## config.mk

```make
export PLATFORM = sky130hd
export DESIGN_NAME = pidac_ctrl
export DESIGN_NICKNAME = d
export VERILOG_FILES = /design/src/rtl/pidac_pkg.sv /design/src/rtl/pidac_ctrl.sv
export SDC_FILE = /design/constraint.sdc
export NUM_CORES = 1
export LEC_CHECK = 0
export ABC_AREA = 1
export CORE_MARGIN = 3
export CORE_UTILIZATION = 35
export CTS_BUF_LIST = sky130_fd_sc_hd__clkbuf_4
export CTS_CLUSTER_DIAMETER = 150
export DETAILED_ROUTE_END_ITERATION = 8
export DONT_BUFFER_PORTS = 1
export GPL_ROUTABILITY_DRIVEN = 0
export GPL_TIMING_DRIVEN = 0
export MAX_ROUTING_LAYER = met4
export PLACE_DENSITY = 0.54
export SLEW_MARGIN = 15
export SYNTH_ARGS = -nofsm -noshare
export SYNTH_HDL_FRONTEND = slang
export SYNTH_SLANG_ARGS = --single-unit
```

## constraint.sdc

```tcl
create_clock -name clock -period 1.1 [get_ports clock]
set_input_delay 0.11 -clock clock [delete_from_list [all_inputs] [get_ports clock]]
set_output_delay 0.11 -clock clock [all_outputs]
set_load 0.05 [all_outputs]
```

## src/rtl/pidac_pkg.sv

```systemverilog
`default_nettype none
package pidac_pkg;

   // Configuration register indexes.
   localparam int unsigned CSR_IDX_W = 3;
   localparam logic [CSR_IDX_W-1:0] CSR_PROP_GAIN      = 3'd0;
   localparam logic [CSR_IDX_W-1:0] CSR_INTEG_GAIN     = 3'd1;
   localparam logic [CSR_IDX_W-1:0] CSR_DERIV_GAIN     = 3'd2;
   localparam logic [CSR_IDX_W-1:0] CSR_INTEGRAL_LIMIT = 3'd3;
   localparam logic [CSR_IDX_W-1:0] CSR_OUTPUT_LIMIT   = 3'd4;
   localparam logic [CSR_IDX_W-1:0] CSR_DERIV_CUTOFF   = 3'd5;

   // Request codes.
   localparam logic [1:0] REQ_ANGLE = 2'd0;
   localparam logic [1:0] REQ_RATE  = 2'd1;

   // Datapath operations.
   localparam int unsigned OP_W = 5;
   localparam logic [OP_W-1:0] OP_NOP         = 5'd0;
   localparam logic [OP_W-1:0] OP_CAPTURE     = 5'd1;
   localparam logic [OP_W-1:0] OP_MUL_ERR_DT  = 5'd2;
   localparam logic [OP_W-1:0] OP_DIV_INTEG   = 5'd3;
   localparam logic [OP_W-1:0] OP_INTEG_UPD   = 5'd4;
   localparam logic [OP_W-1:0] OP_DERIV_ZERO  = 5'd5;
   localparam logic [OP_W-1:0] OP_MUL_DERR    = 5'd6;
   localparam logic [OP_W-1:0] OP_DIV_DERIV   = 5'd7;
   localparam logic [OP_W-1:0] OP_DERIV_ANGLE = 5'd8;
   localparam logic [OP_W-1:0] OP_FILT_BYPASS = 5'd9;
   localparam logic [OP_W-1:0] OP_MUL_DTFC    = 5'd10;
   localparam logic [OP_W-1:0] OP_MUL_W       = 5'd11;
   localparam logic [OP_W-1:0] OP_DIV_ALPHA   = 5'd12;
   localparam logic [OP_W-1:0] OP_ALPHA_SET   = 5'd13;
   localparam logic [OP_W-1:0] OP_MUL_FILT    = 5'd14;
   localparam logic [OP_W-1:0] OP_FILT_UPD    = 5'd15;
   localparam logic [OP_W-1:0] OP_MUL_P       = 5'd16;
   localparam logic [OP_W-1:0] OP_MUL_I       = 5'd17;
   localparam logic [OP_W-1:0] OP_MUL_D       = 5'd18;
   localparam logic [OP_W-1:0] OP_SUM_ADD     = 5'd19;
   localparam logic [OP_W-1:0] OP_FINISH      = 5'd20;
   localparam logic [OP_W-1:0] OP_FINISH_CLR  = 5'd21;
   localparam logic [OP_W-1:0] OP_MUL_RECIP   = 5'd22;
   localparam logic [OP_W-1:0] OP_MUL_QBACK   = 5'd23;
   localparam logic [OP_W-1:0] OP_INTEG_FIX   = 5'd24;

   // Arithmetic constants.
   localparam logic [19:0] US_PER_S     = 20'd1000000;
   localparam logic [20:0] TWO_US_PER_S = 21'd2000000;
   localparam logic [18:0] HALF_US      = 19'd500000;
   localparam logic [28:0] RECIP_US     = 29'd281474976;
   localparam logic [18:0] TWO_PI_Q16   = 19'd411775;
   localparam logic [47:0] DEN_OFFSET   = 48'd65536000000;
   localparam int unsigned NUM_W      = 54;
   localparam int unsigned REM_W      = 48;
   localparam int unsigned CNT_W      = 6;
   localparam logic [CNT_W-1:0] STEPS_WIDE  = 6'd54;
   localparam logic [CNT_W-1:0] STEPS_ALPHA = 6'd31;

   typedef struct packed {
      logic [OP_W-1:0] op;
   } dp_cmd_type;

   typedef struct packed {
      logic div_done;
      logic is_clear;
      logic is_rate;
      logic dt_zero;
      logic bypass;
   } dp_status_type;

   function automatic logic signed [67:0] sx68(input logic signed [31:0] v);
      return {{36{v[31]}}, v};
   endfunction

   function automatic logic signed [31:0] sat32(input logic signed [67:0] v);
      if (v > 68'sd2147483647) begin
         return 32'sh7fffffff;
      end else if (v < -68'sd2147483648) begin
         return 32'sh80000000;
      end
      return v[31:0];
   endfunction

endpackage
`default_nettype wire

```

## src/rtl/pidac_ctrl.sv

```systemverilog
`default_nettype none
module pidac_ctrl (
   input  wire                     clock,
   input  wire                     reset,
   input  wire                     req_valid,
   output logic                    req_ready,
   output logic                    rsp_valid,
   input  wire                     rsp_ready,
   input  pidac_pkg::dp_status_type status,
   output pidac_pkg::dp_cmd_type    cmd
);
   import pidac_pkg::*;

   localparam logic [4:0] ST_IDLE    = 5'd0;
   localparam logic [4:0] ST_DECODE  = 5'd1;
   localparam logic [4:0] ST_IDIV_S  = 5'd2;
   localparam logic [4:0] ST_IDIV_W  = 5'd3;
   localparam logic [4:0] ST_DZERO   = 5'd4;
   localparam logic [4:0] ST_DMUL    = 5'd5;
   localparam logic [4:0] ST_DDIV_S  = 5'd6;
   localparam logic [4:0] ST_DDIV_W  = 5'd7;
   localparam logic [4:0] ST_BYPASS  = 5'd8;
   localparam logic [4:0] ST_DTFC    = 5'd9;
   localparam logic [4:0] ST_WMUL    = 5'd10;
   localparam logic [4:0] ST_ADIV_S  = 5'd11;
   localparam logic [4:0] ST_ADIV_W  = 5'd12;
   localparam logic [4:0] ST_FMUL    = 5'd13;
   localparam logic [4:0] ST_FUPD    = 5'd14;
   localparam logic [4:0] ST_MP      = 5'd15;
   localparam logic [4:0] ST_MI      = 5'd16;
   localparam logic [4:0] ST_MD      = 5'd17;
   localparam logic [4:0] ST_SUM     = 5'd18;
   localparam logic [4:0] ST_DONE    = 5'd19;
   localparam logic [4:0] ST_IRCP    = 5'd20;
   localparam logic [4:0] ST_IQB     = 5'd21;
   localparam logic [4:0] ST_IFIX    = 5'd22;

   logic [4:0] state_ff, state_in;
   logic       rsp_valid_ff, rsp_valid_in;

   always_comb begin
      state_in     = state_ff;
      rsp_valid_in = rsp_valid_ff && !rsp_ready;
      cmd.op       = OP_NOP;
      unique case (state_ff)
         ST_IDLE: begin
            if (req_valid) begin
               cmd.op   = OP_CAPTURE;
               state_in = ST_DECODE;
            end
         end
         ST_DECODE: begin
            if (status.is_clear) begin
               state_in = ST_DONE;
            end else begin
               cmd.op   = OP_MUL_ERR_DT;
               state_in = ST_IDIV_S;
            end
         end
         ST_IDIV_S: begin
            cmd.op   = OP_DIV_INTEG;
            state_in = ST_IRCP;
         end
         ST_IRCP: begin
            cmd.op   = OP_MUL_RECIP;
            state_in = ST_IQB;
         end
         ST_IQB: begin
            cmd.op   = OP_MUL_QBACK;
            state_in = ST_IFIX;
         end
         ST_IFIX: begin
            cmd.op   = OP_INTEG_FIX;
            state_in = ST_IDIV_W;
         end
         ST_IDIV_W: begin
            cmd.op = OP_INTEG_UPD;
            if (status.is_rate) begin
               state_in = status.bypass ? ST_BYPASS : ST_DTFC;
            end else begin
               state_in = status.dt_zero ? ST_DZERO : ST_DMUL;
            end
         end
         ST_DZERO: begin
            cmd.op   = OP_DERIV_ZERO;
            state_in = ST_MP;
         end
         ST_DMUL: begin
            cmd.op   = OP_MUL_DERR;
            state_in = ST_DDIV_S;
         end
         ST_DDIV_S: begin
            cmd.op   = OP_DIV_DERIV;
            state_in = ST_DDIV_W;
         end
         ST_DDIV_W: begin
            if (status.div_done) begin
               cmd.op   = OP_DERIV_ANGLE;
               state_in = ST_MP;
            end
         end
         ST_BYPASS: begin
            cmd.op   = OP_FILT_BYPASS;
            state_in = ST_MP;
         end
         ST_DTFC: begin
            cmd.op   = OP_MUL_DTFC;
            state_in = ST_WMUL;
         end
         ST_WMUL: begin
            cmd.op   = OP_MUL_W;
            state_in = ST_ADIV_S;
         end
         ST_ADIV_S: begin
            cmd.op   = OP_DIV_ALPHA;
            state_in = ST_ADIV_W;
         end
         ST_ADIV_W: begin
            if (status.div_done) begin
               cmd.op   = OP_ALPHA_SET;
               state_in = ST_FMUL;
            end
         end
         ST_FMUL: begin
            cmd.op   = OP_MUL_FILT;
            state_in = ST_FUPD;
         end
         ST_FUPD: begin
            cmd.op   = OP_FILT_UPD;
            state_in = ST_MP;
         end
         ST_MP: begin
            cmd.op   = OP_MUL_P;
            state_in = ST_MI;
         end
         ST_MI: begin
            cmd.op   = OP_MUL_I;
            state_in = ST_MD;
         end
         ST_MD: begin
            cmd.op   = OP_MUL_D;
            state_in = ST_SUM;
         end
         ST_SUM: begin
            cmd.op   = OP_SUM_ADD;
            state_in = ST_DONE;
         end
         ST_DONE: begin
            if (!rsp_valid_ff || rsp_ready) begin
               cmd.op       = status.is_clear ? OP_FINISH_CLR : OP_FINISH;
               rsp_valid_in = 1'b1;
               state_in     = ST_IDLE;
            end
         end
         default: begin
            state_in = ST_IDLE;
         end
      endcase
   end

   always_ff @(posedge clock) begin
      if (reset) begin
         state_ff     <= ST_IDLE;
         rsp_valid_ff <= 1'b0;
      end else begin
         state_ff     <= state_in;
         rsp_valid_ff <= rsp_valid_in;
      end
   end

   assign req_ready = (state_ff == ST_IDLE);
   assign rsp_valid = rsp_valid_ff;

endmodule
`default_nettype wire

```

Yosys cells after proc, flatten, opt, wreduce, memory -nomap -nowiden
Cells that the tools add are included.
{"block": "word_totals", "ff_bits": 6, "in_bits": 9, "output_inout_bits": 7, "word_cells": 53}
{"block": "op_classes", "n_eq_ne": 26, "muxes": 18, "reduce_logical": 7}
{"op": "$pmux W5 S23", "count": 1}
{"op": "$pmux W5 S21", "count": 1}
{"op": "$eq A5 B4 Y1 const B", "count": 8}
{"op": "$eq A5 B5 Y1 const B", "count": 7}
{"op": "$mux W5", "count": 6}
{"op": "$eq A5 B3 Y1 const B", "count": 4}
{"op": "$mux W4", "count": 3}
{"op": "$eq A5 B2 Y1 const B", "count": 2}
{"op": "$ne A2 B2 Y1 const B", "count": 4}
{"op": "$mux W1", "count": 6}
{"op": "$eq A5 B1 Y1 const B", "count": 1}
{"op": "$logic_not A5 Y1", "count": 1}
{"op": "$reduce_and A4 Y1", "count": 1}
{"op": "$reduce_or A3 Y1", "count": 1}
{"op": "$logic_not A1 Y1", "count": 2}
{"op": "$mux W2", "count": 1}
{"op": "$logic_and A1 B1 Y1", "count": 1}
{"op": "$logic_or A1 B1 Y1", "count": 1}

Logic depth before layout (Yosys ltp)
Gate-level depths: netlist (run 1).
{"block": "depth", "word_depth": 4, "ltp_mapped": 10, "mapped_depth_nobuf": 9}

Worst setup path before layout (run 1)
OpenSTA, ideal clock, no wires.
{"block": "synth_path", "kind": "reg2out", "startpoint": "register state_ff[1]", "endpoint": "output port cmd[0] (netlist bit)", "arrival_time_ps": 1644, "required_ps": 990, "setup_slack_ps": -654, "stages_incl_launch_ff": 11, "path_buffers": 1, "cell_sequence": "dfxtp_1 > buf_6 > inv_4 > nand2_4 > nor2_2 > nand2_1 > inv_1 > nand2_1 > nand3_1 > nor2_1 > nand4_1"}
{"element": "start: declaration", "line": "pidac_ctrl.sv:38", "source": "logic [4:0] state_ff, state_in;"}
{"element": "start signal: assignment", "line": "pidac_ctrl.sv:166", "source": "state_ff <= state_in;"}
{"element": "end: declaration", "line": "pidac_ctrl.sv:10", "source": "output pidac_pkg::dp_cmd_type cmd"}

==> results of run 1 <==
-- stage by stage --
| stage | utilization (%) | setup TNS, ps | std cells | cell area, um2 | setup slack (ps) |
|---|---|---|---|---|---|
| final | 51.9 | -6250 | 178 | 1040 | -912 |
| after detailed placement | 42.2 | -3750 | 161 | 845 | -825 |
| after global routing | 51.9 | -7130 | 178 | 1040 | -991 |
| after floorplan | - | -2020 | 134 | 811 | -641 |
| after global placement | 42.2 | -3870 | 161 | 845 | -816 |
| after CTS | 50.1 | -5970 | 176 | 1000 | -954 |
-- placed cells by master (no fill, tap or decap), types with 3 or more instances in the layout --
cell type  netlist  layout
a21oi_1          5       5
buf_4            0      12
clkbuf_4         0       4
dfxtp_2          0       3
inv_1           18      15
inv_2            4       5
nand2_1         32      24
nand2_2          3       8
nand2_4          1       4
nand3_1         12       9
nand3_2          1       3
nand4_1          4       4
nor2_1          23      20
nor2_2           5       6
nor2_4           1       3
-- worst max-delay path by stage --
stage / to / slack [ps] / depth (start not counted)
finish: cmd[0] / -910 / 8
global route: cmd[0] / -990 / 9
CTS: cmd[0] / -950 / 10
detailed placement: cmd[0] / -820 / 10
global placement: cmd[0] / -820 / 10
floorplan: cmd[0] / -640 / 10
-- area by class of cell --
type,count,area (um2),share of cell area (%)
multi-input combinational,102,611,58.7
sequential,6,131,12.6
timing repair buffer,14,111,10.7
inverter,23,97.6,9.39
tap,27,33.8,3.25
clock buffer,4,30.0,2.89
buffer,2,25.0,2.41
-- cell usage after synthesis (all sizes together) --
library cell	number
nand3	13
nor2	29
o221ai	1
nand2	36
dfxtp	6
a211oi	1
nand4	4
o31ai	1
a21oi	6
o22ai	2
o21bai	1
o21ai	4
o211ai	2
a22oi	1
inv	23
buf	2
o2111ai	1
clkbuf	1
-- repair_timing --
item,4_1_cts,5_1_grt
hold endpoints to repair,5,0
setup endpoints to repair,11,12
buffers inserted,10,3
pin swaps,10,6
hold buffers,1,0
gates resized for setup,13,7
-- flip-flops by register name (all words and copies together) (netlist names) --
signal	count
state_ff	5
rsp_valid	1
-- logic make-up after synthesis --
group	synth area share, %
DFF	15.9
buffers and inverters	16.5
AOI/OAI and AO/OA	18.2
and+or+nand+nor	49.4
-- metal layers --
metal | up-vias | wire, um
met5 | - | 0
met4 | 0 | 17
met3 | 4 | 193
met2 | 49 | 1210
met1 | 417 | 1070
li1 | 468 | -
==> flow_summary_export.csv, run 1 <==
group,metric,value,unit
routing,firstDrtPassIters,4,
synthesis,synth-seq-cells,6,
global_route,grt_max_degree,10,
global_route,use_met3,4.84,%
floorplanning,ios,16,
clock_tree,cts_tree,"done",
timing,setup_ws,-912,ps
clock_tree,cts_root_buf,"clkbuf_4",
floorplanning,fp-row-count,16,
timing,setup_violations,11,
routing,wl_per_cell,13.9,um
floorplanning,core,0.00200,mm2
timing,max_freq,497,MHz
global_route,grt_pass1_vias,890,
setup_path,cp_top_family,"simple AND/OR/NAND/NOR gates",
timing,slew_viol_final,0,
setup_path,startpoint,"state_ff[3]",
global_route,busiest_layer,"met2",
global_route,grt_overflow,0,
timing,rsz0062_at_grt,"yes",
min_path,whs_endpoint,"state_ff[4]",
clock_tree,cts_buffers,3,
setup_path,cp-end-kind,"output port",
timing,final_hold_viol_count,0,
setup_path,crit_buf_inv,2,
synthesis,synth_cell_types,28,
setup_path,timing.rr.end,"state_ff[2]",
synthesis,ys_seq_area_share,15.9,%
setup_path,critical_path_arrival,1900,ps
clock_tree,cts_num_sinks,6,
global_route,met1_usage,25.5,%
setup_path,path_class,"reg -> out",
min_path,hold_class,"in -> reg",
synthesis,synth_top_area_share,15.9,%
timing,whs,36.5,ps
run_status,failed_checks,"negative setup slack",
floorplanning,initial_core_util,37.8,%
routing,ant_nets,0,
setup_path,required,990,ps
timing,tightest_slew,1040,ps
finish,area.growth.synth_to_final,37.4,%
global_route,antenna_found_initial,0,
setup_path,cp-start-kind,"flip-flop",
placement,hpwl,1720,um
placement,portBuffers,0,
routing,dr.first_iter.drc_count,33,
setup_path,cpMaxStageDelayCell,"nand4_1",
timing,skew,2.37,ps
synthesis,ys.warnings.count,0,
timing,fin_crit,2010,ps
setup_path,crit_path_max_incr_delay,490,ps
synthesis,synth_top_area_cell,"dfxtp_1",
synthesis,synth_fp_nets,143,
clock_tree,cts_max_level,1,
routing,drcViolationCount,0,
setup_path,crit_chain,"nor2_2 > buf_6 > nand2_4 > clkinvlp_4 > nand2_2 > nand3_2 > nor2_1 > nand4_1",
floorplanning,die_h,52.5,um
min_path,min_path_cells,2,
synthesis,synthCells,134,
global_route,grt_first_pass_wirelength,4070,um
timing,post-route-period-util,183,%
synthesis,syn_area,757,um2
min_path,holdCritStartpoint,"reset",
timing,relSlewSlack,30.7,%
finish,diodes,0,
finish,fill_cells,216,
clock_tree,clock_latency,240,ps
finish,drive_gt1_share,41.1,%
routing,vias,938,
flow_run,maxCapViolations,0,
setup_path,timing.rr.start,"state_ff[4]",
clock_tree,clockBufferDepth,2,
setup_path,cp_max_fo,3,
finish,nets,161,
clock_tree,clkTransAtPathRegs,50,ps
routing,vias_per_cell,5.27,
floorplanning,fp.dieW,52.5,um
global_route,grt_usage,20.4,%
setup_path,reg2regPathDepth,10,
setup_path,r2r_slack,-440,ps
floorplanning,die-area,0.00276,mm2
global_route,gr-usage-met2,33.1,%
synthesis,synthTopCellsByArea,"dfxtp_1 16%, nand2_1 16%, nor2_1 11%",
run_status,status,"complete, but fails checks",
synthesis,avgSynthCellArea,5.65,um2
routing,wl,2480,um
Power of run 1 is not shown: default switching activity piles up to over one toggle a cycle in this logic, so the estimate is an artifact.
==> run 2: changes to the inputs <==
ABC_AREA = 0   (was 1)
==> run 2 against run 1 <==
Effect of this change:
- the run still ends with negative setup slack left
- final cell count shrank 8.4%
- die area down 4.5%
- global-route usage rose by 6.1 points
- area after synthesis shrank 5.1%
- synthesized cell count decreased by 17%
- maximum frequency grew 7.6%
- worst setup slack better by 140 ps
==> flow_summary_export.csv, run 2 <==
group,metric,value,unit
clock_tree,cts_buffers,3,
global_route,grt_usage,26.5,%
synthesis,synth_cell_types,38,
run_status,failed_checks,"negative setup slack",
routing,dr_wl_met2,1560,um
setup_path,crit_path_max_incr_delay,880,ps
min_path,min_path_cells,3,
timing,rsz0062_at_grt,"yes",
synthesis,synthTopCellsByArea,"dfxtp_1 17%, a21oi_1 7.7%, nand2_1 7.3%",
clock_tree,clockBufferDepth,2,
placement,hpwl,1730,um
setup_path,cp_max_fo,4,
pwr,powerDensity,3510,mW/mm2
synthesis,synth_top_area_cell,"dfxtp_1",
finish,largest_register_ffs,5,
synthesis,avgSynthCellArea,6.47,um2
timing,setup_ws,-770,ps
synthesis,synth-edff-count,0,
clock_tree,clock_latency,270,ps
global_route,grt_pass1_vias,1007,
floorplanning,die_h,51.3,um
timing,setup_violations,11,
clock_tree,clkTransAtPathRegs,50,ps
synthesis,syn_area,718,um2
clock_tree,cts_num_sinks,6,
routing,met1_length,1310,um
floorplanning,initial_core_util,39.0,%
timing,fin_crit,1870,ps
setup_path,cpMaxStageDelayCell,"o211ai_1",
floorplanning,core,0.00184,mm2
finish,diodes,0,
routing,ant_nets,0,
synthesis,synth-seq-cells,6,
synthesis,synth_top_flop_cell,"dfxtp_1",
finish,area.growth.synth_to_final,86.1,%
timing,max_freq,535,MHz
routing,firstDrtPassIters,4,
timing,skew,10.9,ps
min_path,hold_class,"in -> reg",
timing,slew_viol_final,0,
setup_path,required,990,ps
pwr,leakagePower,0.493,nW
placement,portBuffers,0,
floorplanning,ios,16,
finish,layout_common_cells,"15 x buf_4, 11 x buf_6, 10 x a21oi_1",
routing,vias_per_cell,6.31,
routing,wl,3190,um
synthesis,synth_commonest_cells,"14 x nand2_1, 11 x a21oi_1, 11 x nor2_1, 10 x o21ai_0, 7 x buf_2",
synthesis,synth_fp_nets,120,
routing,topRoutingLayerUsed,"met4",
global_route,grt_first_pass_wirelength,4960,um
global_route,grt_overflow,0,
routing,drcViolationCount,0,
setup_path,path_class,"reg -> out",
setup_path,cp-start-kind,"flip-flop",
setup_path,crit_chain,"buf_6 > nand4_1 > o211ai_1",
clock_tree,cts_tree,"done",
timing,whs,15.5,ps
timing,final_hold_viol_count,0,
floorplanning,die-area,0.00263,mm2
global_route,antenna_found_initial,0,
synthesis,ys.warnings.count,0,
run_status,status,"complete, but fails checks",
clock_tree,cts_root_buf,"clkbuf_4",
floorplanning,fp-row-count,15,
setup_path,critical_path_arrival,1760,ps
timing,relSlewSlack,30.0,%
routing,dr.first_iter.drc_count,34,
synthesis,synth.most_common_cell,"nand2_1",
finish,regMostFlops,"state_ff",
global_route,grt_max_degree,11,
setup_path,reg2regPathDepth,7,
routing,vias,1028,
timing,post-route-period-util,170,%
routing,wl_per_cell,19.6,um
finish,fin_util,72.7,%
setup_path,cp-end-kind,"output port",
clock_tree,cts_max_level,1,
floorplanning,fp.dieW,51.3,um
finish,final_common_cell,"buf_4",
routing,met3WireLength,224,um
finish,drive_gt1_share,58.7,%
synthesis,synth_top_area_share,16.7,%
flow_run,maxCapViolations,0,
finish,fill_cells,142,
finish,nets,149,
synthesis,ys_seq_area_share,16.7,%
synthesis,synthCells,111,
synthesis,synthArstFlopShare,0,%
pwr,peakVddDrop,1790,uV
timing,tightest_slew,1040,ps
run 2: changes by cell type after synthesis, moves of 7 or more:
cell and delta:
nand2_1 -18, inv_1 -17, nor2_1 -12, o21ai_0 +8
buf_2 +7, nand3_1 -7
run 2: critical path: cells and delay by family (launching register included):
family	cells	cell delay (ps)
AO/OA/AOI/OAI	1	880
buffers and inverters	1	120
flip-flops	1	340
AND/OR/NAND/NOR	1	150
run 2: kinds of logic (layout without fill, tap and decap cells):
| group | Yosys count | in the layout | share of synthesized area [%] |
|---|---|---|---|
| muxes | 2 | 2 | 2.79 |
| and+or+nand+nor | 48 | 48 | 33.1 |
| DFF | 6 | 6 | 16.7 |
| buffers and inverters | 11 | 38 | 7.49 |
| AOI/OAI and AO/OA | 44 | 44 | 39.9 |
run 2: path summary, 6_finish.rpt:
check                 to  slack [ps]        start
min          state_ff[2]          20        reset
max               cmd[0]        -770  state_ff[1]
max reg2reg  state_ff[4]        -500  state_ff[2]
min reg2reg  state_ff[3]         670  state_ff[0]
run 2: stage by stage:
stage	power [W]	setup WS [ps]	setup TNS, ps	instance area (um2)	instances
floorplan	0.00266	-445	-1660	852	111
global placement	0.00305	-665	-3160	883	136
detailed placement	0.00302	-638	-3140	883	136
CTS	0.00406	-733	-4490	1210	160
global route	0.00493	-842	-5520	1340	163
finish	0.00469	-770	-4940	1340	163
run 2: layer usage:
| layer | vias to the layer above | track usage (%) |
|---|---|---|
| met2 | 47 | 41.4 |
| met3 | 12 | 7.87 |
| met1 | 498 | 31.7 |
| met4 | 0 | 10.9 |
| met5 | - | - |
| li1 | 471 | - |
run 2: area by class of cell:
cell class / instances / area (um2) / share of cell area, %
multi-input combinational: 94 / 793 / 59.4
buffer: 8 / 98.8 / 7.40
tap: 25 / 31.3 / 2.34
sequential: 6 / 135 / 10.1
timing repair buffer: 24 / 233 / 17.4
clock buffer: 3 / 22.5 / 1.69
inverter: 3 / 22.5 / 1.69
run 2: what timing repair did:
action | 4_1_cts | 5_1_grt
endpoints found under the hold margin | 3 | 0
hold buffers | 1 | 0
pin swaps | 18 | 16
setup endpoints to repair | 11 | 11
gates resized for setup | 30 | 26
buffers inserted | 20 | 4
run 2: where the power goes:
group	internal, W	leakage, nW	total (W)	switching [W]
sequential	0.000331	0.0525	0.000451	0.000120
combinational	0.00171	0.426	0.00401	0.00230
clock	0.000125	0.0138	0.000228	0.000103
total	0.00216	0.493	0.00469	0.00252
Note: power is estimated with default switching activity, not from simulation.
==> run 3: changes to the inputs <==
BUFFER_PORTS_ARGS = -buffer_cell sky130_fd_sc_hd__buf_2   (was unset)
CORE_MARGIN = 1   (was 3)
DONT_BUFFER_PORTS = unset   (was 1)
PLACE_DENSITY = 0.61   (was 0.54)
==> run 3 against run 2 <==
Effect of this change:
- the run still ends with negative setup slack left
- worst setup slack better by 210 ps
- sequential cell count unchanged
- sequential share of layout area is 0.14 points higher
- maximum frequency rose by 13%
- non-clock buffer count grew 6
- first-iteration DRC count rose by 88%
- count of clock-buffer cells in the layout is the same
- combinational power is essentially flat
- clock skew down 10 ps
- via count up 1.8%
- global-route usage is 0.52 points lower
- final cell count is 4.9% higher
==> flow_summary_export.csv, run 3 (same netlist as run 2, synthesis figures left out) <==
group,metric,value,unit
routing,drcViolationCount,0,
setup_path,required,990,ps
setup_path,cp-end-kind,"output port",
clock_tree,cts_num_sinks,6,
finish,largest_register_ffs,5,
finish,nets,155,
clock_tree,cts_max_level,1,
floorplanning,fp.dieW,47.3,um
finish,regMostFlops,"state_ff",
clock_tree,clkTransAtPathRegs,40,ps
global_route,grt_pass1_vias,878,
min_path,hold_class,"in -> reg",
timing,relSlewSlack,83.6,%
finish,area.growth.synth_to_final,90.2,%
setup_path,cp-start-kind,"flip-flop",
global_route,grt_usage,25.9,%
routing,wl_per_cell,16.6,um
clock_tree,clockBufferDepth,2,
setup_path,cpMaxStageDelayCell,"dfxtp_4",
placement,hpwl,1710,um
timing,tightest_slew,247,ps
timing,setup_ws,-557,ps
routing,firstDrtPassIters,4,
timing,setup_violations,11,
pwr,intPower,0.00230,W
clock_tree,cts_buffers,3,
routing,ant_nets,0,
routing,dr.first_iter.drc_count,64,
clock_tree,cts_tree,"done",
setup_path,cp_max_fo,9,
clock_tree,hold_buffers,0,
timing,max_freq,603,MHz
floorplanning,ios,16,
placement,portBuffers,15,
setup_path,path_class,"reg -> out",
floorplanning,initial_core_util,37.0,%
global_route,antenna_found_initial,0,
floorplanning,core,0.00194,mm2
clock_tree,clock_latency,240,ps
timing,slew_viol_final,0,
global_route,grt_max_degree,11,
global_route,grt_overflow,0,
floorplanning,die-area,0.00224,mm2
finish,drive_gt1_share,58.3,%
run_status,status,"complete, but fails checks",
timing,skew,0.435,ps
timing,fin_crit,1660,ps
pwr,switching_power,0.00244,W
pwr,p_clk_share,4.2,%
clock_tree,cts_root_buf,"clkbuf_4",
setup_path,crit_chain,"inv_4 > and3_4 > o21a_1 > a221oi_4 > buf_6",
pwr,sw_frac_of_total,51.4,%
routing,vias_per_cell,6.12,
routing,wl,2840,um
pwr,pwr-share-seq,10.9,%
pwr,powerDensity,3470,mW/mm2
timing,post-route-period-util,151,%
global_route,grt_first_pass_wirelength,3990,um
timing,rsz0062_at_grt,"yes",
finish,diodes,0,
pwr,peakVddDrop,1940,uV
finish,layout_common_cells,"10 x nand2_1, 10 x buf_6, 9 x buf_4, 9 x buf_2, 8 x a21oi_1",
timing,final_hold_viol_count,0,
run_status,failed_checks,"negative setup slack",
routing,vias,1047,
flow_run,maxCapViolations,0,
floorplanning,fp-row-count,16,
setup_path,crit_path_max_incr_delay,420,ps
finish,final_area,0.00137,mm2
setup_path,critical_path_arrival,1550,ps
timing,whs,106,ps
floorplanning,die_h,47.3,um
placement,place_area,961,um2
pwr,combinationalPowerShare,84.9,%
pwr,leakagePower,0.525,nW
-- run 3: final timing paths --
| path | slack [ps] | depth (start not counted) | startpoint | endpoint |
|---|---|---|---|---|
| max reg2reg | -390 | 6 | state_ff[4] | state_ff[0] |
| min | 110 | 2 | reset | state_ff[4] |
| max | -560 | 5 | state_ff[2] | cmd[1] |
| min reg2reg | 580 | 2 | rsp_valid | rsp_valid |
-- run 3: cell type report --
class                           instances  area [um2]
Buffer                                  8         109
Tap cell                               27        33.8
Timing Repair Buffer                   30         292
Multi-Input combinational cell         94         751
Fill cell                             155         576
Clock buffer                            3        22.5
Sequential cell                         6         140
Inverter                                3        18.8
-- run 3: worst max-delay path, delay by kind of cell (launching register included) --
family,cells,cell delay [ps]
AO/OA/AOI/OAI,2,430
buffers and inverters,2,290
flip-flops,1,420
AND/OR/NAND/NOR,1,160
-- run 3: metrics by stage --
step | setup TNS (ps) | power, W | util [%] | std cells | setup WS, ps
2_1_floorplan | -1660 | 0.00266 | - | 111 | -445
3_3_place_gp | -2820 | 0.00319 | 49.5 | 153 | -441
3_5_place_dp | -2940 | 0.00319 | 49.5 | 153 | -447
4_1_cts | -4030 | 0.00403 | 60.0 | 163 | -538
5_1_grt | -4970 | 0.00498 | 70.4 | 171 | -628
6_report | -4310 | 0.00474 | 70.4 | 171 | -557
-- run 3: timing repair --
item                                    CTS  global route
setup buffers                             7             6
gates resized for setup                  37            25
gates cloned                              0             2
endpoints found under the setup margin   11            11
pin swaps                                 5             7
-- run 3: power by group through the flow --
stage | clock [W] | combinational, W | sequential [W]
after floorplan | 0 | 0.00223 | 0.000435
after global placement | 0 | 0.00273 | 0.000466
after detailed placement | 0 | 0.00273 | 0.000463
after CTS | 0.000209 | 0.00336 | 0.000462
after global routing | 0.000232 | 0.00422 | 0.000523
final | 0.000198 | 0.00403 | 0.000519
-- run 3: routing by layer --
metal	routed length, um	GRT usage (%)
met1	1250	34.5
met2	1320	40.3
met3	186	5.77
met4	93	4.57
met5	0	-
